==> src/sv/pdr_pkg.sv <==
// Shared types and constants for the PPPoE discovery responder.
`timescale 1ns / 1ps
`default_nettype none
package pdr_pkg;

  typedef struct packed {
    logic        operation;
    logic [7:0]  data_byte;
    logic        frame_end;
    logic [15:0] nonce;
  } in_item_t;

  typedef struct packed {
    logic        kind;
    logic [2:0]  status;
    logic [7:0]  reply_byte;
    logic        reply_last;
    logic [11:0] reply_length;
  } out_item_t;

  typedef enum logic [1:0] {
    CMD_STAT  = 2'd0,
    CMD_BUILD = 2'd1,
    CMD_PULL  = 2'd2
  } cmd_op_t;

  typedef struct packed {
    cmd_op_t     op;
    logic [2:0]  status;
    logic        pado;
    logic [15:0] nonce;
    logic [47:0] src_mac;
    logic [15:0] plen;
  } cmd_t;

  localparam logic       OP_PUSH = 1'b0;
  localparam logic       OP_PULL = 1'b1;
  localparam logic       KIND_STATUS = 1'b0;
  localparam logic       KIND_BYTE   = 1'b1;

  localparam logic [2:0] ST_READY    = 3'd0;
  localparam logic [2:0] ST_NOT_DISC = 3'd1;
  localparam logic [2:0] ST_BAD_VER  = 3'd2;
  localparam logic [2:0] ST_BAD_CODE = 3'd3;
  localparam logic [2:0] ST_NONE     = 3'd4;

  localparam logic [2:0] REG_NAME_LEN = 3'd0;
  localparam logic [2:0] REG_WORD_0   = 3'd1;
  localparam logic [2:0] REG_WORD_1   = 3'd2;
  localparam logic [2:0] REG_WORD_2   = 3'd3;
  localparam logic [2:0] REG_WORD_3   = 3'd4;

  localparam logic [15:0] ETH_DISC   = 16'h8863;
  localparam logic [7:0]  VER_TYPE   = 8'h11;
  localparam logic [7:0]  CODE_PADI  = 8'h09;
  localparam logic [7:0]  CODE_PADR  = 8'h19;
  localparam logic [7:0]  CODE_PADO  = 8'h07;
  localparam logic [7:0]  CODE_PADS  = 8'h65;
  localparam logic [15:0] TAG_SVC    = 16'h0101;
  localparam logic [15:0] TAG_HOST   = 16'h0103;
  localparam logic [15:0] TAG_RELAY  = 16'h0110;
  localparam logic [7:0]  COOKIE_MOD = 8'd123;

endpackage
`default_nettype wire

==> src/sv/pdr_queue.sv <==
// Two-entry command queue between front and back.
`timescale 1ns / 1ps
`default_nettype none
module pdr_queue (
  input  wire logic          clk,
  input  wire logic          rst_n,
  input  wire logic          push,
  input  wire pdr_pkg::cmd_t push_cmd,
  input  wire logic          pop,
  output logic               full,
  output logic               valid,
  output pdr_pkg::cmd_t      head
);
  import pdr_pkg::*;

  cmd_t       ent_r [2];
  logic       wp_r, wp_nxt, rp_r, rp_nxt;
  logic [1:0] cnt_r, cnt_nxt;

  assign full  = (cnt_r == 2'd2);
  assign valid = (cnt_r != 2'd0);
  assign head  = ent_r[rp_r];

  always_comb begin
    wp_nxt  = push ? !wp_r : wp_r;
    rp_nxt  = pop ? !rp_r : rp_r;
    cnt_nxt = cnt_r + 2'(push) - 2'(pop);
  end

  always_ff @(posedge clk) begin
    if (push) ent_r[wp_r] <= push_cmd;
    if (!rst_n) begin
      wp_r  <= 1'b0;
      rp_r  <= 1'b0;
      cnt_r <= '0;
    end else begin
      wp_r  <= wp_nxt;
      rp_r  <= rp_nxt;
      cnt_r <= cnt_nxt;
    end
  end
endmodule
`default_nettype wire

==> config.mk <==
export PLATFORM = sky130hd
export DESIGN_NAME = pdr_queue
export DESIGN_NICKNAME = d
export VERILOG_FILES = /design/src/sv/pdr_pkg.sv /design/src/sv/pdr_queue.sv
export SDC_FILE = /design/constraint.sdc
export NUM_CORES = 1
export LEC_CHECK = 0
export ABC_AREA = 1
export BUFFER_PORTS_ARGS = -buffer_cell sky130_fd_sc_hd__buf_2
export CAP_MARGIN = 20
export CORE_UTILIZATION = 35
export CTS_BUF_LIST = sky130_fd_sc_hd__clkbuf_2
export DETAILED_ROUTE_END_ITERATION = 16
export MAX_ROUTING_LAYER = met4
export PLACE_DENSITY = 0.66
export SYNTH_ARGS = -nofsm -noshare
export SYNTH_HDL_FRONTEND = slang
export SYNTH_SLANG_ARGS = --single-unit
==> constraint.sdc <==
create_clock -name clk -period 12.95 [get_ports clk]
set_clock_uncertainty 0.1 [all_clocks]
set_input_delay 1.9425 -clock clk [delete_from_list [all_inputs] [get_ports clk]]
set_output_delay 1.9425 -clock clk [all_outputs]
set_load 0.02 [all_outputs]
==> results of run 1 <==
kinds of logic (layout without fill, tap and decap cells):
kind of cell / Yosys count / count (layout)
AO/OA/AOI/OAI: 1 / 1
AND/OR/NAND/NOR: 18 / 18
adder cells (fa/ha/maj): 2 / 2
multiplexers: 86 / 86
flip-flops: 177 / 177
buffers and inverters: 17 / 217
synth_stat cells (all sizes together):
cell type,instances,share of area
nand3,1,0.00075
nand2,9,0.0051
a21oi,1,0.00075
inv,7,0.0040
dfxtp,5,0.015
ha,2,0.0038
buf,10,0.019
mux2,86,0.17
edfxtp,172,0.78
nor2,8,0.0045
power breakdown:
part	switching (mW)	internal (mW)	total (mW)
Sequential	0.0114	0.662	0.674
Combinational	0.0795	0.0603	0.140
Clock	0.169	0.0862	0.256
placed cells by master, fill, tap and decap left out, types with 2 or more instances in the layout:
master     count
buf_2        177
buf_4          2
bufinv_16      2
clkbuf_2      21
clkinv_1       4
clkinv_2       2
dfxtp_1        4
edfxtp_1     172
ha_1           2
inv_1          6
mux2_2        46
mux2_4        40
nand2_1        9
nor2_1         7
worst max path at each step:
| stage | from | to | slack, ns | depth (start not counted) |
|---|---|---|---|---|
| 5_1_grt | flip-flop | head[25] | 7.73 | 3 |
| 3_5_place_dp | flip-flop | head[25] | 8.76 | 3 |
| 3_3_place_gp | flip-flop | head[25] | 8.80 | 3 |
| 2_1_floorplan | push | ent_r[0][0]$_DFFE_PP_ | 6.73 | 2 |
| 4_1_cts | flip-flop | head[25] | 7.87 | 3 |
| 6_report | flip-flop | head[25] | 8.05 | 3 |
per-layer routing:
metal,vias to the layer above,part of all wire
met4,0,0.015
met3,12,0.055
met5,-,0
met1,1664,0.43
li1,1542,-
met2,118,0.50
flip-flops by register name, indices dropped and copies added, names as in the netlist, named ones only:
register / flops
ent_r: 172
rp_r: 1
wp_r: 1
cnt_r: 2
layout make-up:
class	instances	area [um2]	share of cell area
clock inverters	9	92.6	0.0117
inverters	7	28.8	0.00363
flip-flops and latches	177	5270	0.664
well taps	229	287	0.0361
repair buffers	180	928	0.117
clock buffers	21	105	0.0132
multi-input cells	107	1220	0.154
critical path, cell delays in order, from the launching register on:
cell     delay [ns]
dfxtp_4        0.80
buf_4          0.70
mux2_2         0.41
buf_2          0.16
==> impl_results.md, run 1 <==
- Outcome: complete, no violations
- Num rows: 49
- CTS Sinks: 177
- Critical path class: reg -> out
- PD cells: 135 nW/um2
- Total Die Area: 19500 um2
- Hold depth: 3
- R2R cell count: 2
- Simple-Gate Fraction of Synth Area: 0.0104
- GR met2 Demand/Resource: 0.207
- CTS buffer count: 17
- Tmin final: 4.90 ns
- CTS tree: done
- WP data arrival: 2.86 ns
- F_max: 0.204 GHz
- Final setup viols: 0
- Met3 Resource Use GR: 0.0396
- Iteration-0 DRC Markers: 198
- Max Root-Sink Buffers: 2
- Synth-to-layout area growth: 19.6%
- Leak: 3.08 nW
- Max IR drop VDD: 63.9 uV
- Post-route setup TNS: 0 ns
- Net Count, Synth: 393
- CP required: 10.91 ns
- Sequential share of the synthesized area: 0.794
- Final ANT Viol Nets: 0
- DP Worst Slack: 8.76 ns
- First-pass GRT wire length: 18300 um
- Count of non-filler cells in the finished layout: 730
- Xor/xnor share of the synthesized area: 0
- Post-layout instance area: 7940 um2
- Cells after Synth: 301
- Startpoint type of the worst setup path: flip-flop
- DRC viols: 0
- Slew margin rel.: 0.446
- Die W: 140 um
- Pins Over Slew Limit: 0
- Height of the die: 140 um
- CTS Hold Buffers Added: 0
- Yosys reg bits: 177
- Buffers on Ports: 177
- DR vias/cell: 4.57
- NumNets Final: 582
- Core area: 18300 um2
- Total power: 1.07 mW
- Adder-cell area share of the yosys netlist: 0.00377
- Routed wire per std cell: 16.1 um
- Hold Slack: 0.443 ns
- Min-delay src: rp_r$_SDFFE_PN0P_
- Gr busiest metal: met2
- Hold crit path type: reg -> reg
- Pin count of the biggest net entering global routing: 87
- Hold Vio Cnt, Final: 0
- Synth warnings: 0
- Initial antenna violation count: 0
- Post CTS Setup Buffer Count: 0
- Skew-Pair Late Insertion Delay: 0.69 ns
- CP max FO: 44
- Reg-to-Reg Start: wp_r$_SDFFE_PN0P_
- Root buf cell: clkbuf_2
- Mapped Avg Cell Area: 22.0 um2
- Inst Count DP: 699
- Placement Cell Area: 7710 um2
- Total Wirelength: 11800 um
- Synthesized area: 6640 um2
- Tcrit/Tclk final: 0.379
- Grt ovf: 0
- Met1 usage: 0.150
- Routed vias: 3336
- Number of global-route vias before repair: 3570
- Count of different cell masters after synthesis: 14
- Unrepaired setup endpoints after global routing: no
- Final GP Congestion: 0.686
- Worst R2R End: ent_r[0][22]$_DFFE_PP_
- Main combinational cell family by area after synthesis: multiplexers
- # H-tree levels: 4
- Compound-gate portion of the synthesized area: 0.000754
- Post-DP HPWL: 7720 um
- R2R setup slack: 10.59 ns
- Clock Pin Slew Worst Setup and Hold Paths: 0.21 ns
- Initial Utilization: 0.363
- CP endpoint kind: output port
- Max-cap violations: 0
- Setup ws final: 8.05 ns
- Filler instances: 1638
- Aggregate global-route resource usage: 0.129
- IO Pins: 178
- Post-layout util: 0.434
- Diode count: 0
- Layout cells sized above 1: 0.589
- DR pass1 iterations: 4
- Post-synthesis mux area share: 0.169
- Tightest Pin Transition: 0.830 ns
- Post_cts resized: 0
(Power assumes the default switching activity.)
==> inputs of run 2 (changes only) <==
--- a/config.mk
+++ b/config.mk
@@ -5,7 +5,7 @@
 export SDC_FILE = /design/constraint.sdc
 export NUM_CORES = 1
 export LEC_CHECK = 0
-export ABC_AREA = 1
+export ABC_AREA = 0
 export BUFFER_PORTS_ARGS = -buffer_cell sky130_fd_sc_hd__buf_2
 export CAP_MARGIN = 20
 export CORE_UTILIZATION = 35
==> constraint.sdc (replaced) <==
create_clock -name clk -period 4.6 [get_ports clk]
set_clock_uncertainty 0.1 [all_clocks]
set_input_delay 0.69 -clock clk [delete_from_list [all_inputs] [get_ports clk]]
set_output_delay 0.69 -clock clk [all_outputs]
set_load 0.02 [all_outputs]
==> impl_results.md, run 2 <==
- CTS tree: done
- EDFF count, synth: 172 (unchanged)
- Core area: 18300 um2 (unchanged)
- Total power: 3.11 mW (+190%)
- Tmin final: 3.45 ns
- Layout cells sized above 1: 0.524 (-0.0647)
- Synthesized area: 6640 um2 (about the same)
- Switching Share: 0.253 (+0.00976)
- Count of different cell masters after synthesis: 16 (+2)
- Aggregate global-route resource usage: 0.139 (+0.0104)
- Final GP Congestion: 0.684 (-0.35%)
- CP required: 3.81 ns (-7.10 ns)
- Hold crit path type: in -> reg
- Tcrit/Tclk final: 0.750
- Final setup viols: 0 (unchanged)
- PD cells: 353 nW/um2 (+160%)
- Hold Vio Cnt, Final: 0 (unchanged)
- Met3 Resource Use GR: 0.0379 (-0.00172)
- Number of global-route vias before repair: 4069 (+14%)
- Sequential power share: 0.612 (-0.018)
- R2R cell count: 2 (unchanged)
- Post-DP HPWL: 7660 um (-0.78%)
- Initial Utilization: 0.363 (about the same)
- Diode count: 0 (unchanged)
- Total Wirelength: 12700 um (+8.1%)
- Net Count, Synth: 381 (-3.1%)
- DP Worst Slack: 1.87 ns (-6.89 ns)
- DR pass1 iterations: 6 (+2)
- Initial antenna violation count: 0 (unchanged)
- # H-tree levels: 4 (unchanged)
- Max IR drop VDD: 227 uV (+250%)
- CP endpoint kind: output port
- Crit-path cells: buf_4, mux2_2, buf_2
- R2R setup slack: 2.91 ns (-7.68 ns)
- Hold endpoint: rp_r$_SDFFE_PN0P_
- Switching power total: 0.788 mW (+200%)
- Routed vias: 3628 (+8.8%)
- Pins Over Slew Limit: 0 (unchanged)
- Gr busiest metal: met2
- Primary FF master, synth: edfxtp_1
- Tightest Pin Transition: 0.884 ns (+0.0538 ns)
- IO Pins: 178 (unchanged)
- Skew-Pair Late Insertion Delay: 0.70 ns (about the same)
- Most frequent cells in the layout: buf_2 (177), edfxtp_1 (172), dlygate4sd3_1 (87)
- Sequential share of the synthesized area: 0.793 (about the same)
- Crit-path leading delay family: flip-flops
- Die W: 140 um (about the same)
- DR vias/cell: 4.48 (-1.9%)
- DRC viols: 0 (unchanged)
- Synth-to-layout area growth: 32.9%
- Comb pwr share: 0.161 (+0.030)
- Worst R2R End: ent_r[1][60]$_DFFE_PP_
- Pin count of the biggest net entering global routing: 64 (-26%)
- Reg-to-Reg Start: wp_r$_SDFFE_PN0P_
- Post-layout instance area: 8820 um2 (+11%)
- Max-cap violations: 0 (unchanged)
- Total Die Area: 19500 um2 (about the same)
- Post-route setup TNS: 0 ns (unchanged)
- Height of the die: 140 um (about the same)
- Met1 usage: 0.150 (about the same)
- Synth top area cells: edfxtp_1 (78%), mux2_4 (9.0%), mux2_2 (7.8%)
- CP max FO: 58 (+32%)
- Yosys reg bits: 177 (unchanged)
- Mapped Avg Cell Area: 23.0 um2 (+4.2%)
- Grt ovf: 0 (unchanged)
- Buf/Inv on CP: 2 (unchanged)
- Synth top cells by count: edfxtp_1 (172), mux2_2 (46), mux2_4 (40), dfxtp_1 (5)
- Max Root-Sink Buffers: 2 (unchanged)
- CTS Sinks: 177 (unchanged)
- Max reg flops: 172 (unchanged)
- Iteration-0 DRC Markers: 141 (-29%)
- Unrepaired setup endpoints after global routing: no
- Routed wire per std cell: 15.7 um (-2.5%)
- Synth warnings: 0 (unchanged)
- GR met2 Demand/Resource: 0.243 (+0.0361)
- WP data arrival: 2.66 ns (-0.20 ns)
- Hold depth: 3 (unchanged)
- Commonest non-fill, non-tap cell in the layout: buf_2
- Internal power: 2.32 mW (+190%)
- Final ANT Viol Nets: 0 (unchanged)
- Startpoint type of the worst setup path: flip-flop
- NumNets Final: 659 (+13%)
- Slew margin rel.: 0.411 (-0.0346)
- Register with the most flip-flops: ent_r
- F_max: 0.290 GHz
- Post-synthesis async set-or-reset flop share: 0 (unchanged)
- First-pass GRT wire length: 19900 um (+8.6%)
- Biggest regs: ent_r x172, cnt_r x2
- Cells after Synth: 289 (-4.0%)
- Leak: 3.43 nW (+11%)
- Clock Pin Slew Worst Setup and Hold Paths: 0.26 ns (+0.05 ns)
- Post CTS Setup Buffer Count: 0 (unchanged)
- CP peak stage delay: 0.97 ns (+0.17 ns)
- Worst path slowest cell: dfxtp_4
- CTS buffer count: 17 (unchanged)
- Buffers on Ports: 177 (unchanged)
- Root buf cell: clkbuf_2
- Critical path class: reg -> out
- Outcome: complete, no violations
- Placement Cell Area: 7750 um2 (+0.58%)
- Clock Power Share: 0.227 (-0.012)
- Count leader, synth: edfxtp_1
- Top cell type's share of synthesized area: 0.778 (about the same)
- Cell taking the most area after synthesis: edfxtp_1
- Min-delay src: pop
- Setup ws final: 1.15 ns (-6.90 ns)
- Num rows: 49 (unchanged)
==> run 2: cell type report <==
class	count	area (um2)
Fill cell	1568	9450
Sequential cell	177	5270
Timing Repair Buffer	269	1810
Multi-Input combinational cell	100	1250
Tap cell	229	287
Clock buffer	26	130
Clock inverter	6	62.6
Inverter	2	7.51
==> run 2: power groups by stage <==
| stage | clock network, mW | logic [mW] | registers (mW) |
|---|---|---|---|
| after detailed placement | 0 | 0.446 | 1.94 |
| after CTS | 0.741 | 0.506 | 1.91 |
| after global routing | 0.795 | 0.536 | 1.92 |
| after global placement | 0 | 0.434 | 1.94 |
| final | 0.707 | 0.502 | 1.90 |
| after floorplan | 0 | 0.324 | 1.92 |
==> run 2: worst max path at each step <==
stage / from / endpoint / slack [ns] / depth (start not counted)
final: flip-flop / head[85] / 1.15 / 3
after global routing: flip-flop / head[85] / 0.90 / 3
after CTS: flip-flop / head[85] / 0.97 / 3
after detailed placement: flip-flop / head[85] / 1.87 / 3
after global placement: flip-flop / head[85] / 1.89 / 3
after floorplan: push / ent_r[0][0]$_DFFE_PP_ / 1.11 / 1
==> run 2: cells by family after synthesis <==
group | count (synthesis) | synth area share
AOI/OAI and AO/OA | 1 | 0.00113
DFF | 177 | 0.793
xor gates and xnor gates | 2 | 0.00471
and+or+nand+nor | 9 | 0.00848
muxes | 86 | 0.169
buffers and inverters | 12 | 0.0202
adders and majority gates | 2 | 0.00377
==> run 2: worst register-to-register path: stages (launching register included) <==
cell	delay, ns
dfxtp_1	0.46
and2_4	0.41
buf_16	0.37
==> run 2: metrics by stage <==
step | cells | util | hold slack (ns)
finish | 809 | 0.483 | 0.216
global route | 809 | 0.483 | 0.113
global placement | 689 | 0.423 | 0.457
detailed placement | 690 | 0.424 | 0.460
floorplan | 289 | - | 0.455
CTS | 809 | 0.483 | 0.0949
==> run 2: what timing repair did <==
action / in CTS / in global routing
hold buffers: 87 / 0
endpoints found under the hold margin: 173 / 0
endpoints found under the setup margin: 0 / 0
gates resized for setup: 0 / 0
==> run 2: metal layers <==
metal  vias to the layer above  part of all wire
li1                       1689                 -
met1                      1789              0.42
met2                       136              0.51
met3                        14             0.054
met4                         0             0.015
met5                         -                 0
