[config.mk]
export PLATFORM = sky130hd
export DESIGN_NAME = pdr_front
export DESIGN_NICKNAME = d
export VERILOG_FILES = /design/src/sv/pdr_pkg.sv /design/src/sv/pdr_front.sv
export SDC_FILE = /design/constraint.sdc
export NUM_CORES = 1
export LEC_CHECK = 0
export ABC_AREA = 1
export BUFFER_PORTS_ARGS = -buffer_cell sky130_fd_sc_hd__buf_2
export CAP_MARGIN = 20
export CORE_UTILIZATION = 53
export DETAILED_ROUTE_END_ITERATION = 8
export PLACE_DENSITY = 0.79
export RECOVER_POWER = 50
export SLEW_MARGIN = 10
export SYNTH_ARGS = -nofsm -noshare
export SYNTH_HDL_FRONTEND = slang
export SYNTH_SLANG_ARGS = --single-unit
[constraint.sdc]
create_clock -name clk -period 9.1 [get_ports clk]
set_clock_uncertainty 0.2 [all_clocks]
set_input_delay 1.82 -clock clk [delete_from_list [all_inputs] [get_ports clk]]
set_output_delay 1.82 -clock clk [all_outputs]
set_load 0.05 [all_outputs]
[src/sv/pdr_pkg.sv]
// Shared types and constants for the PPPoE discovery responder.
`timescale 1ns / 1ps
`default_nettype none
package pdr_pkg;

  typedef struct packed {
    logic        operation;
    logic [7:0]  data_byte;
    logic        frame_end;
    logic [15:0] nonce;
  } in_item_t;

  typedef struct packed {
    logic        kind;
    logic [2:0]  status;
    logic [7:0]  reply_byte;
    logic        reply_last;
    logic [11:0] reply_length;
  } out_item_t;

  typedef enum logic [1:0] {
    CMD_STAT  = 2'd0,
    CMD_BUILD = 2'd1,
    CMD_PULL  = 2'd2
  } cmd_op_t;

  typedef struct packed {
    cmd_op_t     op;
    logic [2:0]  status;
    logic        pado;
    logic [15:0] nonce;
    logic [47:0] src_mac;
    logic [15:0] plen;
  } cmd_t;

  localparam logic       OP_PUSH = 1'b0;
  localparam logic       OP_PULL = 1'b1;
  localparam logic       KIND_STATUS = 1'b0;
  localparam logic       KIND_BYTE   = 1'b1;

  localparam logic [2:0] ST_READY    = 3'd0;
  localparam logic [2:0] ST_NOT_DISC = 3'd1;
  localparam logic [2:0] ST_BAD_VER  = 3'd2;
  localparam logic [2:0] ST_BAD_CODE = 3'd3;
  localparam logic [2:0] ST_NONE     = 3'd4;

  localparam logic [2:0] REG_NAME_LEN = 3'd0;
  localparam logic [2:0] REG_WORD_0   = 3'd1;
  localparam logic [2:0] REG_WORD_1   = 3'd2;
  localparam logic [2:0] REG_WORD_2   = 3'd3;
  localparam logic [2:0] REG_WORD_3   = 3'd4;

  localparam logic [15:0] ETH_DISC   = 16'h8863;
  localparam logic [7:0]  VER_TYPE   = 8'h11;
  localparam logic [7:0]  CODE_PADI  = 8'h09;
  localparam logic [7:0]  CODE_PADR  = 8'h19;
  localparam logic [7:0]  CODE_PADO  = 8'h07;
  localparam logic [7:0]  CODE_PADS  = 8'h65;
  localparam logic [15:0] TAG_SVC    = 16'h0101;
  localparam logic [15:0] TAG_HOST   = 16'h0103;
  localparam logic [15:0] TAG_RELAY  = 16'h0110;
  localparam logic [7:0]  COOKIE_MOD = 8'd123;

endpackage
`default_nettype wire

[src/sv/pdr_front.sv]
// Front end: stores received bytes, tracks the header, classifies frames.
`timescale 1ns / 1ps
`default_nettype none
module pdr_front #(
  parameter int FB   = 2048,
  parameter int CNTW = 12,
  parameter int AW   = 11
) (
  input  wire logic              clk,
  input  wire logic              rst_n,
  input  wire logic              in_valid,
  output logic                   in_ready,
  input  wire pdr_pkg::in_item_t in_item,
  input  wire logic              q_full,
  output logic                   q_push,
  output pdr_pkg::cmd_t          q_cmd,
  input  wire logic              build_done,
  output logic                   rx_we,
  output logic [AW-1:0]          rx_waddr,
  output logic [7:0]             rx_wdata,
  output logic [CNTW-1:0]        frame_cnt
);
  import pdr_pkg::*;

  logic [CNTW-1:0] cnt_r, cnt_nxt, last_r, last_nxt, cnt_inc;
  logic [7:0]      hdr_r [20];
  logic [7:0]      hdr_nxt [20];
  logic [7:0]      eff [20];
  logic            bld_r, bld_nxt;
  logic            acc, push;
  logic [15:0]     etype;

  assign in_ready  = !q_full && !bld_r;
  assign acc       = in_valid && in_ready;
  assign push      = acc && (in_item.operation == OP_PUSH);
  assign rx_we     = push && (cnt_r < CNTW'(FB));
  assign rx_waddr  = cnt_r[AW-1:0];
  assign rx_wdata  = in_item.data_byte;
  assign frame_cnt = last_r;
  assign cnt_inc   = rx_we ? cnt_r + CNTW'(1) : cnt_r;
  assign etype     = {eff[12], eff[13]};

  always_comb begin
    for (int i = 0; i < 20; i++) begin
      eff[i] = (rx_we && cnt_r == CNTW'(i)) ? in_item.data_byte : hdr_r[i];
    end
  end

  always_comb begin
    cnt_nxt  = cnt_r;
    last_nxt = last_r;
    bld_nxt  = bld_r && !build_done;
    for (int i = 0; i < 20; i++) hdr_nxt[i] = hdr_r[i];
    q_push = 1'b0;
    q_cmd  = '0;
    q_cmd.nonce   = in_item.nonce;
    q_cmd.src_mac = {eff[6], eff[7], eff[8], eff[9], eff[10], eff[11]};
    q_cmd.plen    = {eff[18], eff[19]};
    if (acc && in_item.operation == OP_PULL) begin
      q_push   = 1'b1;
      q_cmd.op = CMD_PULL;
    end else if (push) begin
      if (in_item.frame_end) begin
        q_push   = 1'b1;
        cnt_nxt  = '0;
        last_nxt = cnt_inc;
        for (int i = 0; i < 20; i++) hdr_nxt[i] = '0;
        q_cmd.op = CMD_STAT;
        if (etype != ETH_DISC) begin
          q_cmd.status = ST_NOT_DISC;
        end else if (eff[14] != VER_TYPE) begin
          q_cmd.status = ST_BAD_VER;
        end else if (eff[15] != CODE_PADI && eff[15] != CODE_PADR) begin
          q_cmd.status = ST_BAD_CODE;
        end else begin
          q_cmd.status = ST_READY;
          q_cmd.op     = CMD_BUILD;
          q_cmd.pado   = (eff[15] == CODE_PADI);
          bld_nxt      = 1'b1;
        end
      end else begin
        cnt_nxt = cnt_inc;
        for (int i = 0; i < 20; i++) hdr_nxt[i] = eff[i];
      end
    end
  end

  always_ff @(posedge clk) begin
    if (!rst_n) begin
      cnt_r  <= '0;
      last_r <= '0;
      bld_r  <= 1'b0;
      for (int i = 0; i < 20; i++) hdr_r[i] <= '0;
    end else begin
      cnt_r  <= cnt_nxt;
      last_r <= last_nxt;
      bld_r  <= bld_nxt;
      for (int i = 0; i < 20; i++) hdr_r[i] <= hdr_nxt[i];
    end
  end
endmodule
`default_nettype wire

==> reports/metrics.cfg, run 1 <==
[floorplan]
die_h_um=113
row_count=40
core_area_mm2=0.0120
start_util_pct=54.3
dieArea_mm2=0.0128
die_w_um=113
num_io_pins=151

[route]
drt_pass1_iterations=5
drc_errors=0
wl_per_cell_um=14.0
drt-initial-drc-count=377
wl_um=14700
vias_per_cell=5.11
antenna_left=0
vias=5366

[synth]
ys_seq_area_share_pct=49.4
yosys.cell_types.count=36
syn_nets=858
avgSynthCellArea_um2=7.93
ys_ff_latch=121
synth_top_area_cell=edfxtp_1
synth-main-ff-cell=edfxtp_1
ys_warn_count=0
synth-edff-count=80
syn-cell-area_mm2=0.00652
yosys-top-cells-area=edfxtp_1 (37%), dfxtp_1 (13%), inv_1 (9.4%)
ys_async_sr_fraction_pct=0
yosys.area.top_type_share_pct=36.8
synthCells=823

[critical_path]
critical_path.top_delay_family=simple AND/OR/NAND/NOR gates
crit_chain=buf_2, nor2_1, nand3_1, nor2_1, nand3_2, o21ai_0, nand2_1, nor2_1, nand2_1, nor2_4, nand3_2, nor2_2, buf_2
cp-end-kind=primary output
worstPathArrival_ns=5.02
crit_top_cell=nor2_1
start_kind=input pin
path_buf_inv=2
max_stage_delay_ns=0.94
crit_type=in -> out
crit_slowest_cell=nor2_1
critPathMaxFanout=17
cp_data_required_time_ns=7.08

[sta]
max_freq_mhz=142
slew_headroom_pct=-135
rsz0062_at_grt=false
tns_ns=0
fin_crit_sh_pct=77.4
hold_viol=0
setup_viol=0
whs_ns=0.279
finalWorstSetupSlack_ns=2.06
worst_pin_slew_ns=3.53
period_needed_ns=7.04
finalMaxSlewViolations=70

[outcome]
violations=max-capacitance violations, max-slew violations
status=finished, violations left

[final_layout]
mostFrequentLayoutCell=inv_1
stdcell_count=1050
antenna_cells=0
final_core_util_pct=62.0
nets=925
layout_common_cells=inv_1 (164), nand2_1 (143), nor2_1 (115)
final_layout_size_suffix_gt1_share_pct=15.0
area_growth_syn_to_layout_pct=14.1

[global_routing]
grt_pass1_vias=4899
grt_use_total_pct=24.1
antenna_found_initial=0
grt_max_degree=106
overflow=0
grt_first_pass_wirelength_um=23700

[pwr]
seqPwrFrac_pct=42.4
powerDensity_mw_per_mm2=194
comb_power_share_pct=8.9
internal-power_uw=1100
switchingPower_uw=345
switching_share_pct=23.9
power_leakage_uw=0.00360
ir_drop_mv=0.121
p_clk_share_pct=48.7

[clock_tree]
insertion_delay_ns=0.41
path_clk_slew_ns=0.05
cts_root_buf=clkbuf_16
cts_max_path_buffers=2
cts-resized-gates=0
hold_buffers=0
cts_tree=yes
cts_buffers=17
cts_sinks=121
cts_htree_levels=4
post_cts_buffers=0

[run]
maxCapViolCount=2

[place]
hpwl_um=9380
io_buffers=117
routabilityCongestion=0.830
dp.cells=1017
post-place-ws_ns=3.22

[hold_path]
hp-class=reg -> reg

==> layout make-up <==
cell class | instances | area (um2)
repair buffers | 119 | 588
multi-input cells | 467 | 2190
clock buffers | 30 | 631
flip-flops and latches | 121 | 3220
inverters | 164 | 616
well taps | 147 | 184
fillers | 1087 | 4570
clock inverters | 2 | 10.0
==> power by group through the flow <==
| stage | combinational, uW | sequential [uW] | clock, uW |
|---|---|---|---|
| after floorplan | 119 | 621 | 0 |
| after global placement | 130 | 619 | 0 |
| after detailed placement | 131 | 620 | 0 |
| after CTS | 132 | 609 | 710 |
| after global routing | 139 | 612 | 735 |
| final | 129 | 611 | 702 |
==> worst reg2reg max path: stages, from the launching register on <==
cell and delay [ns]:
dfxtp_1 0.31, nor2_1 0.25, nand3_1 0.25, nand2_1 1.14, clkbuf_1 2.57, o22ai_1 0.32
==> per-layer routing <==
layer	vias to the layer above	track usage, %	wire length (um)
met5	-	0	0
met4	0	9.82	255
met3	27	6.96	982
met2	182	38.7	7010
met1	2444	30.8	6490
li1	2713	-	-
==> cells by family (layout without fill, tap and decap cells) <==
kind of cell             Yosys count  count (layout)  synth area share, %
flip-flops                       121             121                 49.4
other                              1               1               0.0575
buffers and inverters            235             315                 16.2
XOR/XNOR                           9               9                 1.21
AO/OA/AOI/OAI                    126             126                 10.4
AND/OR/NAND/NOR                  327             327                 21.9
adder cells (fa/ha/maj)            4               4                0.767
==> worst paths after layout <==
path	start	to	slack (ns)	depth (start not counted)
hold / removal	hdr_r[0][157]	hdr_r[0][157]	0.28	2
setup reg to reg	bld_r	hdr_r[0][153]	3.79	5
setup / recovery	q_full	q_cmd[80]	2.06	13
hold reg to reg	hdr_r[0][157]	hdr_r[0][157]	0.28	2
==> flip-flops by register name (all words and copies together) (netlist names) <==
signal	flops
bld_r	1
cnt_r	12
frame_cnt	12
hdr_r	96
==> cell usage after synthesis (9+ instances only) <==
| master | n |
|---|---|
| nor2_1 | 113 |
| clkbuf_1 | 20 |
| xor2_1 | 9 |
| nand2_1 | 143 |
| edfxtp_1 | 80 |
| a21oi_1 | 24 |
| dfxtp_1 | 41 |
| o21ai_0 | 62 |
| o21ai_1 | 9 |
| inv_1 | 164 |
| o22ai_1 | 24 |
| nand4_1 | 10 |
| buf_4 | 41 |
| nand3_1 | 37 |
==> through the flow <==
stage               power, uW  area (um2)
floorplan                 740        6520
global placement          749        6870
detailed placement        751        6870
CTS                      1450        7510
global route             1490        7450
finish                   1440        7450
Note: power is estimated with default switching activity, not from simulation.
==> inputs of run 2 (changes only) <==
ABC_AREA = 0   (was 1)
CORE_UTILIZATION = 49   (was 53)
PLACE_DENSITY = 0.77   (was 0.79)
clock period = 5.95 ns   (was 9.1 ns; I/O delays follow)
==> run 2 against run 1 <==
The run still ends with max-capacitance violations, max-slew violations left. First-iteration DRC count shrank 4.2%. Flip-flop and latch count is the same. Count of clock-buffer cells in the layout shrank 6. Critical path depth shrank 5. Non-clock buffer count grew 4. Register-to-register slack lost 1.8 ns. Utilization shrank 3.5 points. Die area grew 6.2%. Combinational power grew 56%. Global-route usage shrank 0.84 points. Critical path type unchanged. Largest power group unchanged. Highest routed layer unchanged.
==> reports/metrics.cfg, run 2 <==
[route]
antenna_left=0
vias=4786
vias_per_cell=5.66
wl_um=15100
drt-initial-drc-count=361
drc_errors=0
drt_pass1_iterations=5
wl_per_cell_um=17.9

[sta]
max_freq_mhz=182
setup_viol=0
finalMaxSlewViolations=43
worst_pin_slew_ns=1.61
tns_ns=0
whs_ns=0.273
slew_headroom_pct=-7.74
hold_viol=0
fin_crit_sh_pct=92.5
rsz0062_at_grt=false
period_needed_ns=5.50

[synth]
yosys-top-cells-area=edfxtp_1 (37%), dfxtp_1 (13%), mux2_2 (11%)
synth-main-ff-cell=edfxtp_1
syn_nets=631
ys_ff_latch=121
synth_top_area_cell=edfxtp_1
syn-cell-area_mm2=0.00641
yosys.area.top_type_share_pct=37.5
yosys-top-cells-count=edfxtp_1 (80), nand2_1 (74), mux2_2 (65)
ys_async_sr_fraction_pct=0
synthCells=596
yosys.cell_types.count=48
post-synth-top-count-cell=edfxtp_1
ys_warn_count=0
avgSynthCellArea_um2=10.8
synth-edff-count=80
ys_seq_area_share_pct=50.3

[final_layout]
mostFrequentLayoutCell=buf_2
layout_common_cells=buf_2 (83), edfxtp_1 (80), nand2_1 (74)
top_register=hdr_r
nets=696
antenna_cells=0
n_fill_cell=1105
final_layout_size_suffix_gt1_share_pct=28.2
design_area_mm2=0.00741
stdcell_count=846
area_growth_syn_to_layout_pct=15.6
largest_reg_flops=96

[critical_path]
crit_top_cell=clkbuf_1
critical_path.top_delay_family=simple AND/OR/NAND/NOR gates
critPathMaxFanout=16
crit_type=in -> out
path_buf_inv=3
cp_data_required_time_ns=4.56
worstPathArrival_ns=4.11
crit_chain=clkbuf_1, or4b_2, nor4_2, clkbuf_1, mux2i_1, nand2_1, nor3_1, buf_2
start_kind=input pin
max_stage_delay_ns=0.89
cp-end-kind=primary output
crit_slowest_cell=or4b_2

[clock_tree]
hold_buffers=0
insertion_delay_ns=0.42
cts_root_buf=clkbuf_16
cts_htree_levels=4
cts_buffers=17
cts-resized-gates=0
cts_tree=yes
cts_max_path_buffers=2
cts_sinks=121
path_clk_slew_ns=0.06
post_cts_buffers=0

[floorplan]
dieArea_mm2=0.0135
num_io_pins=151
row_count=41
core_area_mm2=0.0127
die_w_um=116
die_h_um=116
start_util_pct=50.6

[global_routing]
grt_pass1_vias=4503
overflow=0
grt_max_degree=60
grt_first_pass_wirelength_um=23600
grt_use_total_pct=23.3
antenna_found_initial=0

[place]
io_buffers=117
placed_area_mm2=0.00684
routabilityCongestion=0.823
dp.cells=814
hpwl_um=9700

[hold_path]
hp-class=reg -> reg

[pwr]
ir_drop_mv=0.294
powerDensity_mw_per_mm2=302
power_leakage_uw=0.00304

[outcome]
status=finished, violations left
violations=max-capacitance violations, max-slew violations

[run]
maxCapViolCount=1

## run 2: cell types whose count changed after synthesis, sizes merged, moves of 13 or more
cell and delta:
nor2 -98, mux2i +13, nand3 -25, o22ai -21, inv -156, clkbuf +15, o21ai -59, a22o +16
mux2 +65, nand2 -70, and2 +52
## run 2: path summary, 6_finish.rpt
| kind | startpoint | to | slack (ns) | cells after the start |
|---|---|---|---|---|
| worst max register to register | bld_r | hdr_r[0][59] | 2.01 | 4 |
| worst min register to register | hdr_r[0][148] | hdr_r[0][148] | 0.27 | 1 |
| worst min-delay path | hdr_r[0][148] | hdr_r[0][148] | 0.27 | 1 |
| worst max-delay path | q_full | q_cmd[80] | 0.45 | 8 |
## run 2: area by class of cell
type	count	area (um2)	share of cell area [%]
flip-flops and latches	121	3220	43.5
multi-input cells	390	2710	36.6
repair buffers	123	581	7.84
clock buffers	24	547	7.38
well taps	172	215	2.90
clock inverters	8	98.8	1.33
inverters	8	30.0	0.405
## run 2: where the power goes
| part | internal (uW) | leakage (uW) | switching (uW) |
|---|---|---|---|
| combinational | 43.7 | 0.00155 | 157 |
| clock | 727 | 0.000318 | 374 |
| sequential | 927 | 0.00117 | 12.0 |
## run 2: worst register-to-register path: cells and delay by family (launching register included)
| kind | cells | cell delay [ns] |
|---|---|---|
| buffers and inverters | 2 | 1.76 |
| AND/OR/NAND/NOR | 2 | 1.31 |
| flip-flops | 1 | 0.34 |
## run 2: per-layer routing
layer	GRT usage [%]	wire length, um
met1	29.3	6460
met2	37.6	7410
met3	5.60	934
met4	11.2	339
met5	0	0
## run 2: cells by family (layout without fill, tap and decap cells)
logic type | count (synthesis) | count (layout) | synth area share (%)
multiplexers | 78 | 78 | 13.4
other | 1 | 1 | 0.0585
buffers and inverters | 85 | 163 | 7.11
AO/OA/AOI/OAI | 80 | 80 | 8.06
XOR/XNOR | 10 | 10 | 1.37
adder cells (fa/ha/maj) | 4 | 4 | 0.781
AND/OR/NAND/NOR | 217 | 217 | 18.9
flip-flops | 121 | 121 | 50.3
## run 2: stage by stage
step           utilization [%]  total power [uW]  worst slack, ns
5_1_grt                   58.5              2300            0.257
2_1_floorplan                -              1140            0.309
6_report                  58.5              2240            0.448
3_3_place_gp              54.0              1150            0.673
4_1_cts                   59.1              2260            0.560
3_5_place_dp              54.0              1160            0.578
